===== src/sv/gb5_pkg.sv =====
// Shared types, register indexes and constants of the 5x5 RGB Gaussian blur.
// No dependencies.
package gb5_pkg;

  localparam int PIX_W   = 24;
  localparam int COEF_W  = 16;
  localparam int NCOEF   = 6;
  localparam int CLS_W   = 3;
  localparam int CLS_NONE = 6;
  localparam int ROW_W   = 12;
  localparam int HGT_W   = 13;
  localparam int WID_W   = 11;
  localparam int MAX_HEIGHT = 4096;
  localparam int NBANK   = 4;
  localparam int BANK_W  = 2;
  localparam int SLOT_W  = 3;
  localparam int MAX_K   = 5;
  localparam int GSUM_W  = 11;
  localparam int PROD_W  = 27;
  localparam int ACC_W   = 30;
  localparam int OUT_DEPTH = 8;
  localparam int OPTR_W  = 3;
  localparam int OCNT_W  = 4;

  localparam logic [2:0] CFG_WIDTH  = 3'd0;
  localparam logic [2:0] CFG_HEIGHT = 3'd1;
  localparam logic [2:0] CFG_COEF0  = 3'd2;
  localparam logic [2:0] CFG_COEF1  = 3'd3;
  localparam logic [2:0] CFG_COEF2  = 3'd4;
  localparam logic [2:0] CFG_COEF4  = 3'd5;
  localparam logic [2:0] CFG_COEF5  = 3'd6;
  localparam logic [2:0] CFG_COEF8  = 3'd7;

  typedef logic [PIX_W-1:0] pix_t;
  typedef logic [NCOEF-1:0][COEF_W-1:0] coef_t;

  // window description handed from the sequencer to the filter datapath
  typedef struct packed {
    logic                             last;
    logic                             row_start;
    logic [MAX_K-1:0][BANK_W-1:0]     bsel;
    logic [MAX_K-1:0][SLOT_W-1:0]     rslot;
  } emit_t;

  // weight class by squared distance from the center
  function automatic logic [CLS_W-1:0] coef_class(input int di, input int dj);
    int dd;
    dd = di * di + dj * dj;
    case (dd)
      0: return CLS_W'(0);
      1: return CLS_W'(1);
      2: return CLS_W'(2);
      4: return CLS_W'(3);
      5: return CLS_W'(4);
      8: return CLS_W'(5);
      default: return CLS_W'(CLS_NONE);
    endcase
  endfunction

endpackage


===== src/sv/gb5_out_fifo.sv =====
// Result queue between the filter pipeline and the output channel.
// Depends on gb5_pkg.
module gb5_out_fifo (
  input  logic                    clk,
  input  logic                    rst_n,
  input  logic                    wr_en,
  input  logic [gb5_pkg::PIX_W:0] wr_data,
  input  logic                    rd_en,
  output logic                    rd_valid,
  output logic [gb5_pkg::PIX_W:0] rd_data
);

  logic [gb5_pkg::PIX_W:0] q_r [gb5_pkg::OUT_DEPTH];
  logic [gb5_pkg::OPTR_W-1:0] wp_r, rp_r;
  logic [gb5_pkg::OCNT_W-1:0] cnt_r;

  always_ff @(posedge clk) begin
    if (wr_en) begin
      q_r[wp_r] <= wr_data;
    end
  end

  always_ff @(posedge clk) begin
    if (!rst_n) begin
      wp_r  <= '0;
      rp_r  <= '0;
      cnt_r <= '0;
    end else begin
      if (wr_en) begin
        wp_r <= wp_r + gb5_pkg::OPTR_W'(1);
      end
      if (rd_en) begin
        rp_r <= rp_r + gb5_pkg::OPTR_W'(1);
      end
      cnt_r <= cnt_r + gb5_pkg::OCNT_W'(wr_en) - gb5_pkg::OCNT_W'(rd_en);
    end
  end

  assign rd_valid = (cnt_r != '0);
  assign rd_data  = q_r[rp_r];

endmodule


===== config.mk =====
export PLATFORM = sky130hd
export DESIGN_NAME = gb5_out_fifo
export DESIGN_NICKNAME = d
export VERILOG_FILES = /design/src/sv/gb5_pkg.sv /design/src/sv/gb5_out_fifo.sv
export SDC_FILE = /design/constraint.sdc
export NUM_CORES = 1
export LEC_CHECK = 0
export BUFFER_PORTS_ARGS = -buffer_cell sky130_fd_sc_hd__buf_2
export CAP_MARGIN = 5
export CORE_MARGIN = 10
export CORE_UTILIZATION = 35
export CTS_BUF_LIST = sky130_fd_sc_hd__clkbuf_8
export DETAILED_ROUTE_END_ITERATION = 10
export SETUP_SLACK_MARGIN = 0.02
export SLEW_MARGIN = 20
export SYNTH_ARGS = -nofsm -noshare
export SYNTH_HDL_FRONTEND = slang
export SYNTH_SLANG_ARGS = --single-unit

===== constraint.sdc =====
create_clock -name clk -period 2.57 [get_ports clk]
set_input_delay 0.257 -clock clk [delete_from_list [all_inputs] [get_ports clk]]
set_output_delay 0.257 -clock clk [all_outputs]
set_load 0.05 [all_outputs]

==> results.yml <==
final_layout:
  design_area_um2: 10020
  fin_nets: 512
  syn_to_final_growth_pct: 20.29
  final_cell_mix: "edfxtp_1 (200), buf_2 (54), mux4_1 (50), clkbuf_8 (37), mux2_2 (25)"
  final_common_cell: "edfxtp_1"
  drive_gt1_frac: 0.3034
timing:
  setup_ws_ns: 0.1037
  period_share: 0.9597
  rsz0062_at_grt: "yes"
  relSlewSlack: 0.6306
  fmax_mhz: 405.5
  tns_ns: 0
  maxSlewViolCount: 0
  setup_viol: 0
  hold_viol: 0
  period_needed_ns: 2.466
  finClkSkew_ns: 0.03632
  worst_slew_pin_slew_ns: 0.5528
clock_tree:
  clk_pin_slew_ns: 0.05
  cts_sinks: 213
  clkLatencyLatePin_ns: 0.52
  htreeDepth: 2
  root_buffer: "clkbuf_8"
  clock_path_buffers: 3
  post_cts_buffers: 0
  tritoncts: "done"
  numCtsBuffers: 36
synthesis:
  yosysSeqAreaShare: 0.7522
  yosysTopAreaCellShare: 0.7209
  synthTopCellsByArea: "edfxtp_1 (72%), mux4_1 (16%), mux2_2 (3.4%), dfxtp_1 (3.1%), ha_1 (1.1%)"
  yosys_warnings: 0
  synthCells: 357
  syn_area_per_cell_um2: 23.33
  syn_nets: 394
  synth_area_leader_cell: "edfxtp_1"
  ys_ff_latch: 213
  synth.distinct_cells: 22
  netlist_area_um2: 8330
worst_setup_path:
  r2r-end: "q_r[1][22]"
  crit_type: "flip-flop to output pin"
  ff2ff_setup_slack_ns: 0.76
  crit_required_ns: 2.31
  cp_max_fo: 22
  cp-start-kind: "flip-flop"
  r2r-start: "wp_r[0]"
  cp.arrival_ns: 2.21
  crit_path_end_kind: "output pin"
  reg2regPathDepth: 3
run:
  maxCapViolCount: 0
die:
  die-area_um2: 30370
  ios: 55
  coreArea_um2: 23470
  initial_utilization: 0.3549
  die_y_um: 174.3
  die_w_um: 174.3
  core.rowCount: 56
placement:
  hpwl_um: 9551
  io_buffers: 54
  placed_cell_area_um2: 9163
  dp_slack_ns: 0.4758
  gp_congestion: 0.7174
global_routing:
  antenna_found_initial: 1
  grt_use_total: 0.1062
  grt_pass1_vias: 4384
  overflow: 0
  grt_pass1_wl_um: 25070
  grt_max_degree: 29
routing:
  first_iter_violations: 224
  postRouteAntennaNets: 0
  vias: 3871
  drtPass1Iterations: 4
  wl_um: 15940
  via_per_inst: 4.715
  drc_errors: 0
  wl_per_cell_um: 19.42
min_path:
  whs_path_depth: 1
  whs_endpoint: "q_r[7][23]"
  hp-start: "wr_data[23]"
  hold_path_class: "primary input to flip-flop"
power_and_ir_drop:
  peakVddDrop_mv: 0.4267
  total_power_mw: 7.519
  power.density_nw_per_um2: 750.4
  p_leak_nw: 3.425
run_status:
  outcome: "complete, no violations"
==> registers in the layout (all words and copies together), names as in the netlist, named ones only <==
name   count
wp_r       3
rp_r       3
q_r      200
cnt_r      4
==> repair_timing <==
item	in CTS	in global routing
hold buffers	22	0
resized for setup	1	1
setup endpoints to repair	11	9
endpoints found under the hold margin	142	0
==> power breakdown <==
part           internal (mW)  switching [mW]
clock                   1.34            1.27
combinational          0.370           0.592
sequential              3.91          0.0373
==> worst max-delay path by stage <==
stage              start           to  slack [ns]  depth (start not counted)
2_1_floorplan    wp_r[0]    q_r[1][0]        0.55                          2
3_3_place_gp   flip-flop  rd_data[24]        0.51                          4
3_5_place_dp   flip-flop  rd_data[24]        0.48                          4
4_1_cts        flip-flop  rd_data[24]        0.02                          4
5_1_grt        flip-flop  rd_data[24]        0.01                          4
6_report       flip-flop  rd_data[24]        0.10                          4
==> Yosys cell counts <==
cell type	instances
inv_1	7
nand3_1	1
ha_1	7
mux2_2	25
a21o_1	1
nand2_1	5
edfxtp_1	200
clkbuf_1	2
dfxtp_1	13
fa_1	1
mux2i_1	3
nor2b_1	3
nor3_1	2
xnor2_1	3
buf_6	6
xor2_1	2
mux4_1	50
a21oi_1	1
nor2_1	6
and2_1	7
nand2b_1	4
buf_1	8
==> per-stage QoR <==
| step | utilization | hold slack, ns | instances |
|---|---|---|---|
| 2_1_floorplan | - | 0.3559 | 357 |
| 3_3_place_gp | 0.3904 | 0.5160 | 734 |
| 3_5_place_dp | 0.3904 | 0.5274 | 734 |
| 4_1_cts | 0.4267 | 0.001295 | 820 |
| 5_1_grt | 0.4268 | 0.02326 | 820 |
| 6_report | 0.4269 | 0.03660 | 821 |
==> worst max-delay path, cell delays in order (launching register included) <==
cell and delay (ns):
dfxtp_2 0.36, buf_8 0.24, mux4_1 0.58, mux2_2 0.31
buf_2 0.22
==> cell type report <==
class	instances	area, um2
Clock buffer	37	509.2
Sequential cell	213	6269
Timing Repair Buffer	96	710.7
Antenna cell	1	2.502
Tap cell	319	399.1
Clock inverter	27	118.9
Inverter	7	26.28
Multi-Input combinational cell	121	1986
Fill cell	2037	13450
==> layer usage <==
metal | global-route usage | part of all wire | up-vias
met4 | 0.03812 | 0.020 | 0
met1 | 0.1296 | 0.44 | 2011
li1 | - | - | 1759
met3 | 0.02882 | 0.045 | 28
met2 | 0.1773 | 0.50 | 73
met5 | 0 | 0 | -
==> cell families (layout without fill, tap and decap cells) <==
group | Yosys count | after routing | synth area share
flops | 213 | 213 | 0.7522
mux | 78 | 78 | 0.1951
simple gates | 28 | 28 | 0.01727
buf+inv | 23 | 167 | 0.01577
fa+ha+maj | 8 | 8 | 0.01292
xor+xnor | 5 | 5 | 0.005258
compound gates | 2 | 2 | 0.001502
other cells | 0 | 1 | 0
Power figures use the tool's default switching activity.
