===== config.mk =====
export PLATFORM = sky130hd
export DESIGN_NAME = gb5_ctrl
export DESIGN_NICKNAME = d
export VERILOG_FILES = /design/src/sv/gb5_pkg.sv /design/src/sv/gb5_ctrl.sv
export SDC_FILE = /design/constraint.sdc
export NUM_CORES = 1
export LEC_CHECK = 0
export ABC_AREA = 1
export ABC_CLOCK_PERIOD_IN_PS = 6900
export BUFFER_PORTS_ARGS = -buffer_cell sky130_fd_sc_hd__buf_2
export CAP_MARGIN = 20
export CORE_AREA = 2 2 156 158
export CTS_BUF_LIST = sky130_fd_sc_hd__clkbuf_8
export CTS_CLUSTER_DIAMETER = 80
export DETAILED_ROUTE_END_ITERATION = 8
export DIE_AREA = 0 0 158 160
export PLACE_DENSITY = 0.74
export SKIP_CTS_REPAIR_TIMING = 1
export SYNTH_ARGS = -nofsm -noshare
export SYNTH_HDL_FRONTEND = slang
export SYNTH_SLANG_ARGS = --single-unit

===== constraint.sdc =====
create_clock -name clk -period 6.9 [get_ports clk]
set_input_delay 0 -clock clk [delete_from_list [all_inputs] [get_ports clk]]
set_output_delay 0 -clock clk [all_outputs]
set_load 0.03 [all_outputs]

===== src/sv/gb5_pkg.sv =====
// Shared types, register indexes and constants of the 5x5 RGB Gaussian blur.
// No dependencies.
package gb5_pkg;

  localparam int PIX_W   = 24;
  localparam int COEF_W  = 16;
  localparam int NCOEF   = 6;
  localparam int CLS_W   = 3;
  localparam int CLS_NONE = 6;
  localparam int ROW_W   = 12;
  localparam int HGT_W   = 13;
  localparam int WID_W   = 11;
  localparam int MAX_HEIGHT = 4096;
  localparam int NBANK   = 4;
  localparam int BANK_W  = 2;
  localparam int SLOT_W  = 3;
  localparam int MAX_K   = 5;
  localparam int GSUM_W  = 11;
  localparam int PROD_W  = 27;
  localparam int ACC_W   = 30;
  localparam int OUT_DEPTH = 8;
  localparam int OPTR_W  = 3;
  localparam int OCNT_W  = 4;

  localparam logic [2:0] CFG_WIDTH  = 3'd0;
  localparam logic [2:0] CFG_HEIGHT = 3'd1;
  localparam logic [2:0] CFG_COEF0  = 3'd2;
  localparam logic [2:0] CFG_COEF1  = 3'd3;
  localparam logic [2:0] CFG_COEF2  = 3'd4;
  localparam logic [2:0] CFG_COEF4  = 3'd5;
  localparam logic [2:0] CFG_COEF5  = 3'd6;
  localparam logic [2:0] CFG_COEF8  = 3'd7;

  typedef logic [PIX_W-1:0] pix_t;
  typedef logic [NCOEF-1:0][COEF_W-1:0] coef_t;

  // window description handed from the sequencer to the filter datapath
  typedef struct packed {
    logic                             last;
    logic                             row_start;
    logic [MAX_K-1:0][BANK_W-1:0]     bsel;
    logic [MAX_K-1:0][SLOT_W-1:0]     rslot;
  } emit_t;

  // weight class by squared distance from the center
  function automatic logic [CLS_W-1:0] coef_class(input int di, input int dj);
    int dd;
    dd = di * di + dj * dj;
    case (dd)
      0: return CLS_W'(0);
      1: return CLS_W'(1);
      2: return CLS_W'(2);
      4: return CLS_W'(3);
      5: return CLS_W'(4);
      8: return CLS_W'(5);
      default: return CLS_W'(CLS_NONE);
    endcase
  endfunction

endpackage


===== src/sv/gb5_ctrl.sv =====
// Frame sequencer: input/output raster counters, readiness, line store
// write and read addressing. Depends on gb5_pkg.
module gb5_ctrl #(
  parameter int MAX_WIDTH   = 1024,
  parameter int KERNEL_SIZE = 5,
  parameter int RING        = 6
) (
  input  logic                           clk,
  input  logic                           rst_n,
  input  logic                           acc,
  input  logic                           drain,
  input  logic                           restart,
  input  logic [gb5_pkg::WID_W-1:0]      width,
  input  logic [gb5_pkg::HGT_W-1:0]      height,
  output logic                           wr_en,
  output logic [gb5_pkg::SLOT_W-1:0]     wr_slot,
  output logic [$clog2(MAX_WIDTH)-1:0]   wr_col,
  output logic                           rd_en,
  output logic [$clog2(MAX_WIDTH)-gb5_pkg::BANK_W-1:0] rd_addr,
  output logic                           emit,
  output logic                           s1_v,
  output gb5_pkg::emit_t                 s1
);

  localparam int R  = KERNEL_SIZE / 2;
  localparam int K  = 2 * R + 1;
  localparam int CW = $clog2(MAX_WIDTH);
  localparam int EW = (CW + 1 > gb5_pkg::WID_W) ? CW + 1 : gb5_pkg::WID_W;
  localparam int RW = gb5_pkg::ROW_W;
  localparam int SW = gb5_pkg::SLOT_W;

  logic [CW-1:0] ic_r, ic_nxt, oc_r, oc_nxt;
  logic [RW-1:0] ir_r, ir_nxt, or_r, or_nxt;
  logic [SW-1:0] islot_r, islot_nxt, oslot_r, oslot_nxt;
  logic          in_done_r, in_done_nxt, out_done_r, out_done_nxt;
  logic          s1_v_r;
  gb5_pkg::emit_t s1_r, s1_nxt;

  logic [CW-1:0] wm1;
  logic [RW-1:0] hm1;
  logic          pix, rst_frame;
  logic [CW-1:0] ic0, oc0;
  logic [RW-1:0] ir0, or0;
  logic [SW-1:0] islot0, oslot0;
  logic          out_done0;
  logic [RW:0]   nr_w;
  logic [RW-1:0] nr;
  logic [CW:0]   nc_w;
  logic [CW-1:0] nc;
  logic          ready;
  logic signed [RW+1:0] rr, de;
  logic signed [4:0]    sa;

  always_comb begin
    if (width == '0) begin
      wm1 = '0;
    end else if (EW'(width) > EW'(MAX_WIDTH)) begin
      wm1 = CW'(MAX_WIDTH - 1);
    end else begin
      wm1 = CW'(width - gb5_pkg::WID_W'(1));
    end
    if (height == '0) begin
      hm1 = '0;
    end else if (height > gb5_pkg::HGT_W'(gb5_pkg::MAX_HEIGHT)) begin
      hm1 = RW'(gb5_pkg::MAX_HEIGHT - 1);
    end else begin
      hm1 = RW'(height - gb5_pkg::HGT_W'(1));
    end
  end

  always_comb begin
    pix       = !drain;
    rst_frame = pix && in_done_r;
    ic0       = rst_frame ? '0 : ic_r;
    ir0       = rst_frame ? '0 : ir_r;
    islot0    = rst_frame ? '0 : islot_r;
    oc0       = rst_frame ? '0 : oc_r;
    or0       = rst_frame ? '0 : or_r;
    oslot0    = rst_frame ? '0 : oslot_r;
    out_done0 = rst_frame ? 1'b0 : out_done_r;

    ic_nxt      = ic0;
    ir_nxt      = ir0;
    islot_nxt   = islot0;
    in_done_nxt = rst_frame ? 1'b0 : in_done_r;
    if (pix) begin
      if (ic0 == wm1) begin
        ic_nxt = '0;
        if (ir0 == hm1) begin
          ir_nxt      = '0;
          islot_nxt   = '0;
          in_done_nxt = 1'b1;
        end else begin
          ir_nxt    = ir0 + RW'(1);
          islot_nxt = (islot0 == SW'(RING - 1)) ? '0 : islot0 + SW'(1);
        end
      end else begin
        ic_nxt = ic0 + CW'(1);
      end
    end

    nr_w = {1'b0, or0} + (RW + 1)'(R);
    nr   = (nr_w > {1'b0, hm1}) ? hm1 : nr_w[RW-1:0];
    nc_w = {1'b0, oc0} + (CW + 1)'(R);
    nc   = (nc_w > {1'b0, wm1}) ? wm1 : nc_w[CW-1:0];
    ready = !out_done0 &&
            (in_done_nxt || ir_nxt > nr || (ir_nxt == nr && ic_nxt > nc));
    emit = acc && ready;

    oc_nxt       = oc0;
    or_nxt       = or0;
    oslot_nxt    = oslot0;
    out_done_nxt = out_done0;
    if (ready) begin
      if (oc0 == wm1) begin
        oc_nxt = '0;
        if (or0 == hm1) begin
          or_nxt       = '0;
          oslot_nxt    = '0;
          out_done_nxt = 1'b1;
        end else begin
          or_nxt    = or0 + RW'(1);
          oslot_nxt = (oslot0 == SW'(RING - 1)) ? '0 : oslot0 + SW'(1);
        end
      end else begin
        oc_nxt = oc0 + CW'(1);
      end
    end

    s1_nxt           = '0;
    s1_nxt.last      = (oc0 == wm1) && (or0 == hm1);
    s1_nxt.row_start = (oc0 == '0);
    rr = '0;
    de = '0;
    sa = '0;
    for (int j = 0; j < K; j++) begin
      if (oc0 != '0) begin
        s1_nxt.bsel[j] = nc[gb5_pkg::BANK_W-1:0];
      end else if (wm1 < CW'((j >= R) ? j - R : 0)) begin
        s1_nxt.bsel[j] = wm1[gb5_pkg::BANK_W-1:0];
      end else begin
        s1_nxt.bsel[j] = gb5_pkg::BANK_W'((j >= R) ? j - R : 0);
      end
    end
    for (int i = 0; i < K; i++) begin
      rr = $signed({2'b00, or0}) + $signed((RW + 2)'(i - R));
      if (rr < 0) begin
        rr = '0;
      end else if (rr > $signed({2'b00, hm1})) begin
        rr = $signed({2'b00, hm1});
      end
      de = rr - $signed({2'b00, or0});
      sa = $signed({2'b00, oslot0}) + $signed(de[4:0]);
      if (sa < 0) begin
        sa = sa + 5'(RING);
      end else if (sa >= $signed(5'(RING))) begin
        sa = sa - 5'(RING);
      end
      s1_nxt.rslot[i] = sa[SW-1:0];
    end
  end

  always_ff @(posedge clk) begin
    if (!rst_n || restart) begin
      ic_r       <= '0;
      ir_r       <= '0;
      oc_r       <= '0;
      or_r       <= '0;
      islot_r    <= '0;
      oslot_r    <= '0;
      in_done_r  <= 1'b0;
      out_done_r <= 1'b0;
    end else if (acc) begin
      ic_r       <= ic_nxt;
      ir_r       <= ir_nxt;
      oc_r       <= oc_nxt;
      or_r       <= or_nxt;
      islot_r    <= islot_nxt;
      oslot_r    <= oslot_nxt;
      in_done_r  <= in_done_nxt;
      out_done_r <= out_done_nxt;
    end
  end

  always_ff @(posedge clk) begin
    if (!rst_n) begin
      s1_v_r <= 1'b0;
    end else begin
      s1_v_r <= emit;
    end
  end

  always_ff @(posedge clk) begin
    if (emit) begin
      s1_r <= s1_nxt;
    end
  end

  assign wr_en   = acc && pix;
  assign wr_slot = islot0;
  assign wr_col  = ic0;
  assign rd_en   = emit;
  assign rd_addr = (oc0 == '0) ? '0 : nc[CW-1:gb5_pkg::BANK_W];
  assign s1_v    = s1_v_r;
  assign s1      = s1_r;

endmodule


==> results of run 1 <==
-- stage by stage --
step / power (mW) / instances / instance area [um2] / util (%)
2_1_floorplan: 1.01 / 1896 / 11600 / -
3_3_place_gp: 1.14 / 2269 / 12200 / 51.3
3_5_place_dp: 1.15 / 2269 / 12200 / 51.3
4_1_cts: 1.51 / 2285 / 12400 / 52.1
5_1_grt: 1.62 / 2288 / 12500 / 52.3
6_report: 1.52 / 2288 / 12500 / 52.3
-- report_power, final --
part | switching (mW) | internal [mW] | leakage (nW)
Combinational | 0.434 | 0.220 | 5.80
Clock | 0.194 | 0.166 | 0.0984
Sequential | 0.00672 | 0.495 | 0.640
Total | 0.634 | 0.882 | 6.53
-- how the worst max path moves through the flow --
stage | slack (ns) | start | end | depth (start not counted)
final | 0.59 | in_done_r | s1[11] | 35
after global routing | 0.03 | in_done_r | s1[11] | 35
after CTS | 0.61 | in_done_r | s1[11] | 31
after detailed placement | 0.63 | drain | s1[11] | 33
after global placement | 0.83 | drain | s1[11] | 37
after floorplan | 0.41 | in_done_r | s1[0] | 30
-- critical path, delay by kind of cell (launching register included) --
kind,cells,cell delay [ns]
AO/OA/AOI/OAI,5,0.97
flip-flops,1,0.38
AND/OR/NAND/NOR,15,1.59
buffers and inverters,7,0.85
multiplexers,1,0.17
adder cells (fa/ha/maj),5,1.70
XOR/XNOR,2,0.38
-- logic make-up after synthesis --
| logic type | synth area share (%) |
|---|---|
| and+or+nand+nor | 39.8 |
| xor gates and xnor gates | 5.29 |
| muxes | 0.453 |
| adders and majority gates | 16.0 |
| AOI/OAI and AO/OA | 11.1 |
| buffers and inverters | 12.2 |
| DFF | 15.1 |
-- state kept, by name, indices dropped and copies added (netlist names) --
register and cells:
ic_r 10, in_done_r 1, ir_r 12, islot_r 3
oc_r 10, or_r 12, oslot_r 3, out_done_r 1
s1 23, s1_v 1
-- metal layers --
metal  vias to the layer above  share of wire, %  wire length (um)
li1                       6260                 -                 -
met1                      5632                47             16700
met2                       427                45             15800
met3                        64               5.7              2010
met4                         0               2.1               728
met5                         -                 0                 0
-- cell type report --
type / instances / share of cell area, %
multi-input cells: 1483 / 67.7
flip-flops and latches: 76 / 14.0
inverters: 286 / 8.69
repair buffers: 103 / 4.78
well taps: 324 / 3.25
clock buffers: 9 / 0.993
clock inverters: 7 / 0.542
-- synthesized netlist by cell type (11+ instances only) --
| cell | number |
|---|---|
| xor2_1 | 59 |
| buf_2 | 11 |
| nor2_2 | 19 |
| inv_1 | 272 |
| nor2_1 | 182 |
| dfxtp_1 | 53 |
| nand2_2 | 18 |
| xnor2_1 | 11 |
| nand4_1 | 43 |
| nand3b_1 | 13 |
| edfxtp_1 | 23 |
| ha_1 | 132 |
| clkbuf_1 | 19 |
| nand2_1 | 556 |
| nor3_1 | 25 |
| a21oi_1 | 104 |
| o21ai_0 | 86 |
| nand3_1 | 125 |
==> results by group, run 1 <==
Run status
  • Status: completed

Drt
  • Drt drc: 0
  • Number of vias per cell: 5.41
  • Drt wl/cell: 15.4 um
  • Drt total wl: approximately 35 mm
  • Routed Antenna Nets: 0
  • DR pass1 iterations: 5
  • DR vias: ~12000
  • Drt first-iter violations: approximately 1100

Final layout
  • Layout cells sized above 1: approximately a tenth
  • Area growth from synthesis to layout: 7.53%
  • Most common cell after layout, fill and taps aside: nand2_1
  • Most frequent cells in the layout: nand2_1, inv_1, nor2_1, ha_1, nand3_1
  • Filler cells: 2514
  • Final nets: 2130
  • Area of the multi-input gates: 8440 um2
  • Diodes inserted: 0
  • Storage element area: ~1800 um2

Timing
  • Worst-margin pin slew: around 0.91 ns
  • Fin. Hold Viols: 0
  • PnR worst setup slack: ~0.59 ns
  • Fin crit period: 6.31 ns
  • Final Cycle Share: between 90% and 100%
  • Setup Skew: about 0.0080 ns
  • Relative slew margins: between 30% and 40%
  • Unrepaired setup endpoints after global routing: false
  • Fmax: ~160 MHz
  • Setup Viol. Count Final: 0
  • Setup TNS: 0 ns
  • Final hold slack: about 0.17 ns
  • Final count of pins violating max slew: 0

Hold path
  • Worst Hold Path EP: ic_r[8]
  • Min-Delay Startpoint: restart
  • Hold Path Depth: 5
  • Hold Path Class: input pin to flop

Placed design
  • Port bufs: 80
  • Post-Place Worst Slack: 0.626 ns
  • GPL Wtd Cong: about 0.98
  • HPWL Detailed: approximately 28 mm

Clock tree
  • CTS tree: built
  • Reg clk slew, reported paths: around 0.090 ns
  • Worst skew pair latency: roughly 0.38 ns
  • CTS Root Cell: clkbuf_8
  • CTS buffer count: 9
  • Sink Count: between 70 and 80
  • Clock Tree Buf Depth: 2
  • H-tree depth: 3

Global routing
  • GR Overflow Total: 0
  • First-pass GRT wire length: between 50 and 60 mm
  • Met2 usage: about 45%
  • Largest net degree at the start of global routing: 72
  • All-Layer GR Usage: between 20% and 30%
  • Met3 Track Usage GR: about 2.7%
  • Vias in the first global route: ~11000
  • Initial antenna violation count: 0
  • GR peak layer: met2
  • Met1 Use GR: a little over 40%

Synth
  • Seq/Total Area, Yosys: 15.1%
  • Netlist cell types: 59
  • Synthesis Warnings: 0
  • Mean Syn Cell Area: 6.12 um2
  • Dominant synthesized flop cell: dfxtp_1
  • Top cell type's share of synthesized area: approximately 18%
  • Async SR Flop Fraction: 0%
  • Net Count, Synth: slightly above 2000
  • EDFF count, synth: 23
  • Post-synthesis cell count: around 1900
  • Dominant cell type by area after synthesis: nand2_1
  • Ranking of synthesized cells by area: nand2_1, ha_1, dfxtp_1
  • Flops & latches, synth: 76
  • Mapped Area: roughly 12000 um2

Die
  • Die Width: between 150 and 200 um
  • Die area: 25300 um2
  • Starting density of the core: 48.7%
  • Row count: 57
  • Die H: roughly 160 um
  • # IOs: 81
  • Core ar.: around 24000 um2

Critical path
  • RR Endpoint: s1[11]
  • R2R cell count: 35
  • Path type of the worst setup path: flop to flop
  • Critical Path Source Type: flop
  • Most frequent CP cell: nand2_1
  • Reg2reg start: in_done_r
  • CP max stage cell: fa_1
  • Critical path peak fanout: 16
  • CP Capture Type: flop
  • Required time worst endpoint: between 7 and 8 ns
  • Setup slack, reg-to-reg: between 0.5 and 0.6 ns
  • Worst EP arrival: around 6.5 ns
  • Max incr delay on CP: ~0.55 ns

Power
  • LEAKAGE: 6.53 nW
  • Maximum vdd ir drop: approximately 0.090 mV
  • Cell Pwr Density: around 120 nW/um2

Job
  • Max-cap violation count: 0
(Power assumes the default switching activity.)
==> inputs of run 2 (changes only) <==
==> constraint.sdc (replaced) <==
create_clock -name clk -period 6.9 [get_ports clk]
set_input_delay 0.345 -clock clk [delete_from_list [all_inputs] [get_ports clk]]
set_output_delay 0.345 -clock clk [all_outputs]
set_load 0.03 [all_outputs]
==> run 2 against run 1 <==
Register-to-register slack barely moved. Sequential power about the same. Clock skew is 0.0012 ns higher. First-iteration DRC count is 4.9% lower. Worst hold slack improved by 0.036 ns. Maximum frequency decreased by 1.4%. Critical path type is now flop to output pin. Highest routed layer unchanged.
==> results by group, run 2 (same netlist as run 1, synthesis figures left out) <==
Critical path
  • Required time worst endpoint: around 6.6 ns
  • Worst EP arrival: approximately 6 ns
  • Critical path peak fanout: 18
  • Max incr delay on CP: 0.64 ns
  • CP delay by family, top: simple AND/OR/NAND/NOR gates
  • CP Capture Type: output pin
  • Critical Path Source Type: flop
  • CP max stage cell: o41ai_1
  • Most frequent CP cell: nand2_1
  • Worst Path Buf+Inv: 3
  • Path type of the worst setup path: flop to output pin

Die
  • Die area: 25300 um2
  • Core ar.: roughly 24000 um2
  • Starting density of the core: between 40% and 50%
  • Row count: 57
  • # IOs: between 80 and 90
  • Die Width: about 160 um
  • Die H: 160 um

Global routing
  • Initial antenna violation count: 0
  • First-pass GRT wire length: a little under 60 mm
  • Largest net degree at the start of global routing: between 70 and 80
  • All-Layer GR Usage: ~28%
  • Vias in the first global route: ~11000
  • GR Overflow Total: 0

Clock tree
  • CTS tree: built
  • H-tree depth: 3
  • Sink Count: 76
  • CTS Root Cell: clkbuf_8
  • CTS buffer count: 9
  • Reg clk slew, reported paths: about 0.10 ns
  • Clock Tree Buf Depth: 2
  • Worst skew pair latency: ~0.37 ns

Drt
  • Number of vias per cell: between 5 and 6
  • Drt first-iter violations: about 1100
  • DR pass1 iterations: 5
  • Drt wl/cell: approximately 16 um
  • Drt total wl: roughly 36 mm
  • DR vias: 12500
  • Drt drc: 0
  • Routed Antenna Nets: 0

Power
  • LEAKAGE: 6.57 nW
  • Cell Pwr Density: approximately 120 nW/um2
  • Maximum vdd ir drop: 0.119 mV

Placed design
  • Port bufs: 80
  • DP Area: roughly 12000 um2
  • GPL Wtd Cong: 1.04
  • HPWL Detailed: about 29 mm

Hold path
  • Hold Path Class: input pin to flop

Timing
  • Setup Viol. Count Final: 0
  • Relative slew margins: 36.8%
  • Setup Skew: 0.00916 ns
  • Fmax: 156 MHz
  • Final count of pins violating max slew: 0
  • Fin crit period: 6.40 ns
  • Setup TNS: 0 ns
  • Fin. Hold Viols: 0
  • Final Cycle Share: around 93%
  • Worst-margin pin slew: around 0.95 ns
  • Final hold slack: between 0.2 and 0.25 ns

Final layout
  • Final design utilization: 52.5%
  • Most common cell after layout, fill and taps aside: nand2_1
  • Final nets: between 2000 and 2500
  • Area growth from synthesis to layout: 7.93%
  • Diodes inserted: 0
  • Final Instance Area: 12500 um2
  • Layout cells sized above 1: 11.3%
  • Largest register FFs: 23
  • Most frequent cells in the layout: nand2_1, inv_1, nor2_1, ha_1, nand3_1

Job
  • Max-cap violation count: 0

Run status
  • Status: completed
## run 2: through the flow
stage          instances  total power, mW  setup WS (ns)
5_1_grt             2296             1.62        -0.0428
3_3_place_gp        2279             1.15          0.712
4_1_cts             2295             1.50          0.451
2_1_floorplan       1896             1.01        0.00950
3_5_place_dp        2279             1.16          0.538
6_report            2296             1.50          0.498
## run 2: area by class of cell
type | count | area, um2
well taps | 324 | 405
repair buffers | 111 | 653
clock buffers | 9 | 124
fillers | 2544 | 11300
inverters | 286 | 1080
flip-flops and latches | 76 | 1750
clock inverters | 7 | 56.3
multi-input cells | 1483 | 8440
## run 2: worst reg2reg max path: cells and delay by family (launching register included)
family	cells	cell delay, ns
xor gates and xnor gates	1	0.23
and+or+nand+nor	12	1.95
buffers and inverters	8	0.89
AOI/OAI and AO/OA	3	0.57
DFF	1	0.38
muxes	1	0.18
adders and majority gates	5	1.86
## run 2: routing by layer
metal  part of all wire (%)  global-route usage (%)  up-vias  routed length, um
met5                      0                       0        -                  0
met2                     44                    44.6      493              15700
li1                       -                       -     6270                  -
met1                     47                    42.0     5654              16800
met4                    1.6                    5.90        0                570
met3                    7.3                    2.82       43               2610
## run 2: power breakdown
| group | internal, mW | switching [mW] | leakage [nW] | total (mW) |
|---|---|---|---|---|
| Sequential | 0.495 | 0.00688 | 0.640 | 0.502 |
| Combinational | 0.224 | 0.436 | 5.83 | 0.659 |
| Clock | 0.137 | 0.204 | 0.0929 | 0.341 |
## run 2: final timing paths
path             start  endpoint  slack [ns]  depth (start not counted)
max          in_done_r      emit        0.50                         26
min              rst_n      s1_v        0.20                          3
max reg2reg  in_done_r    s1[11]        0.60                         30
min reg2reg    oc_r[2]   oc_r[2]        0.47                          2
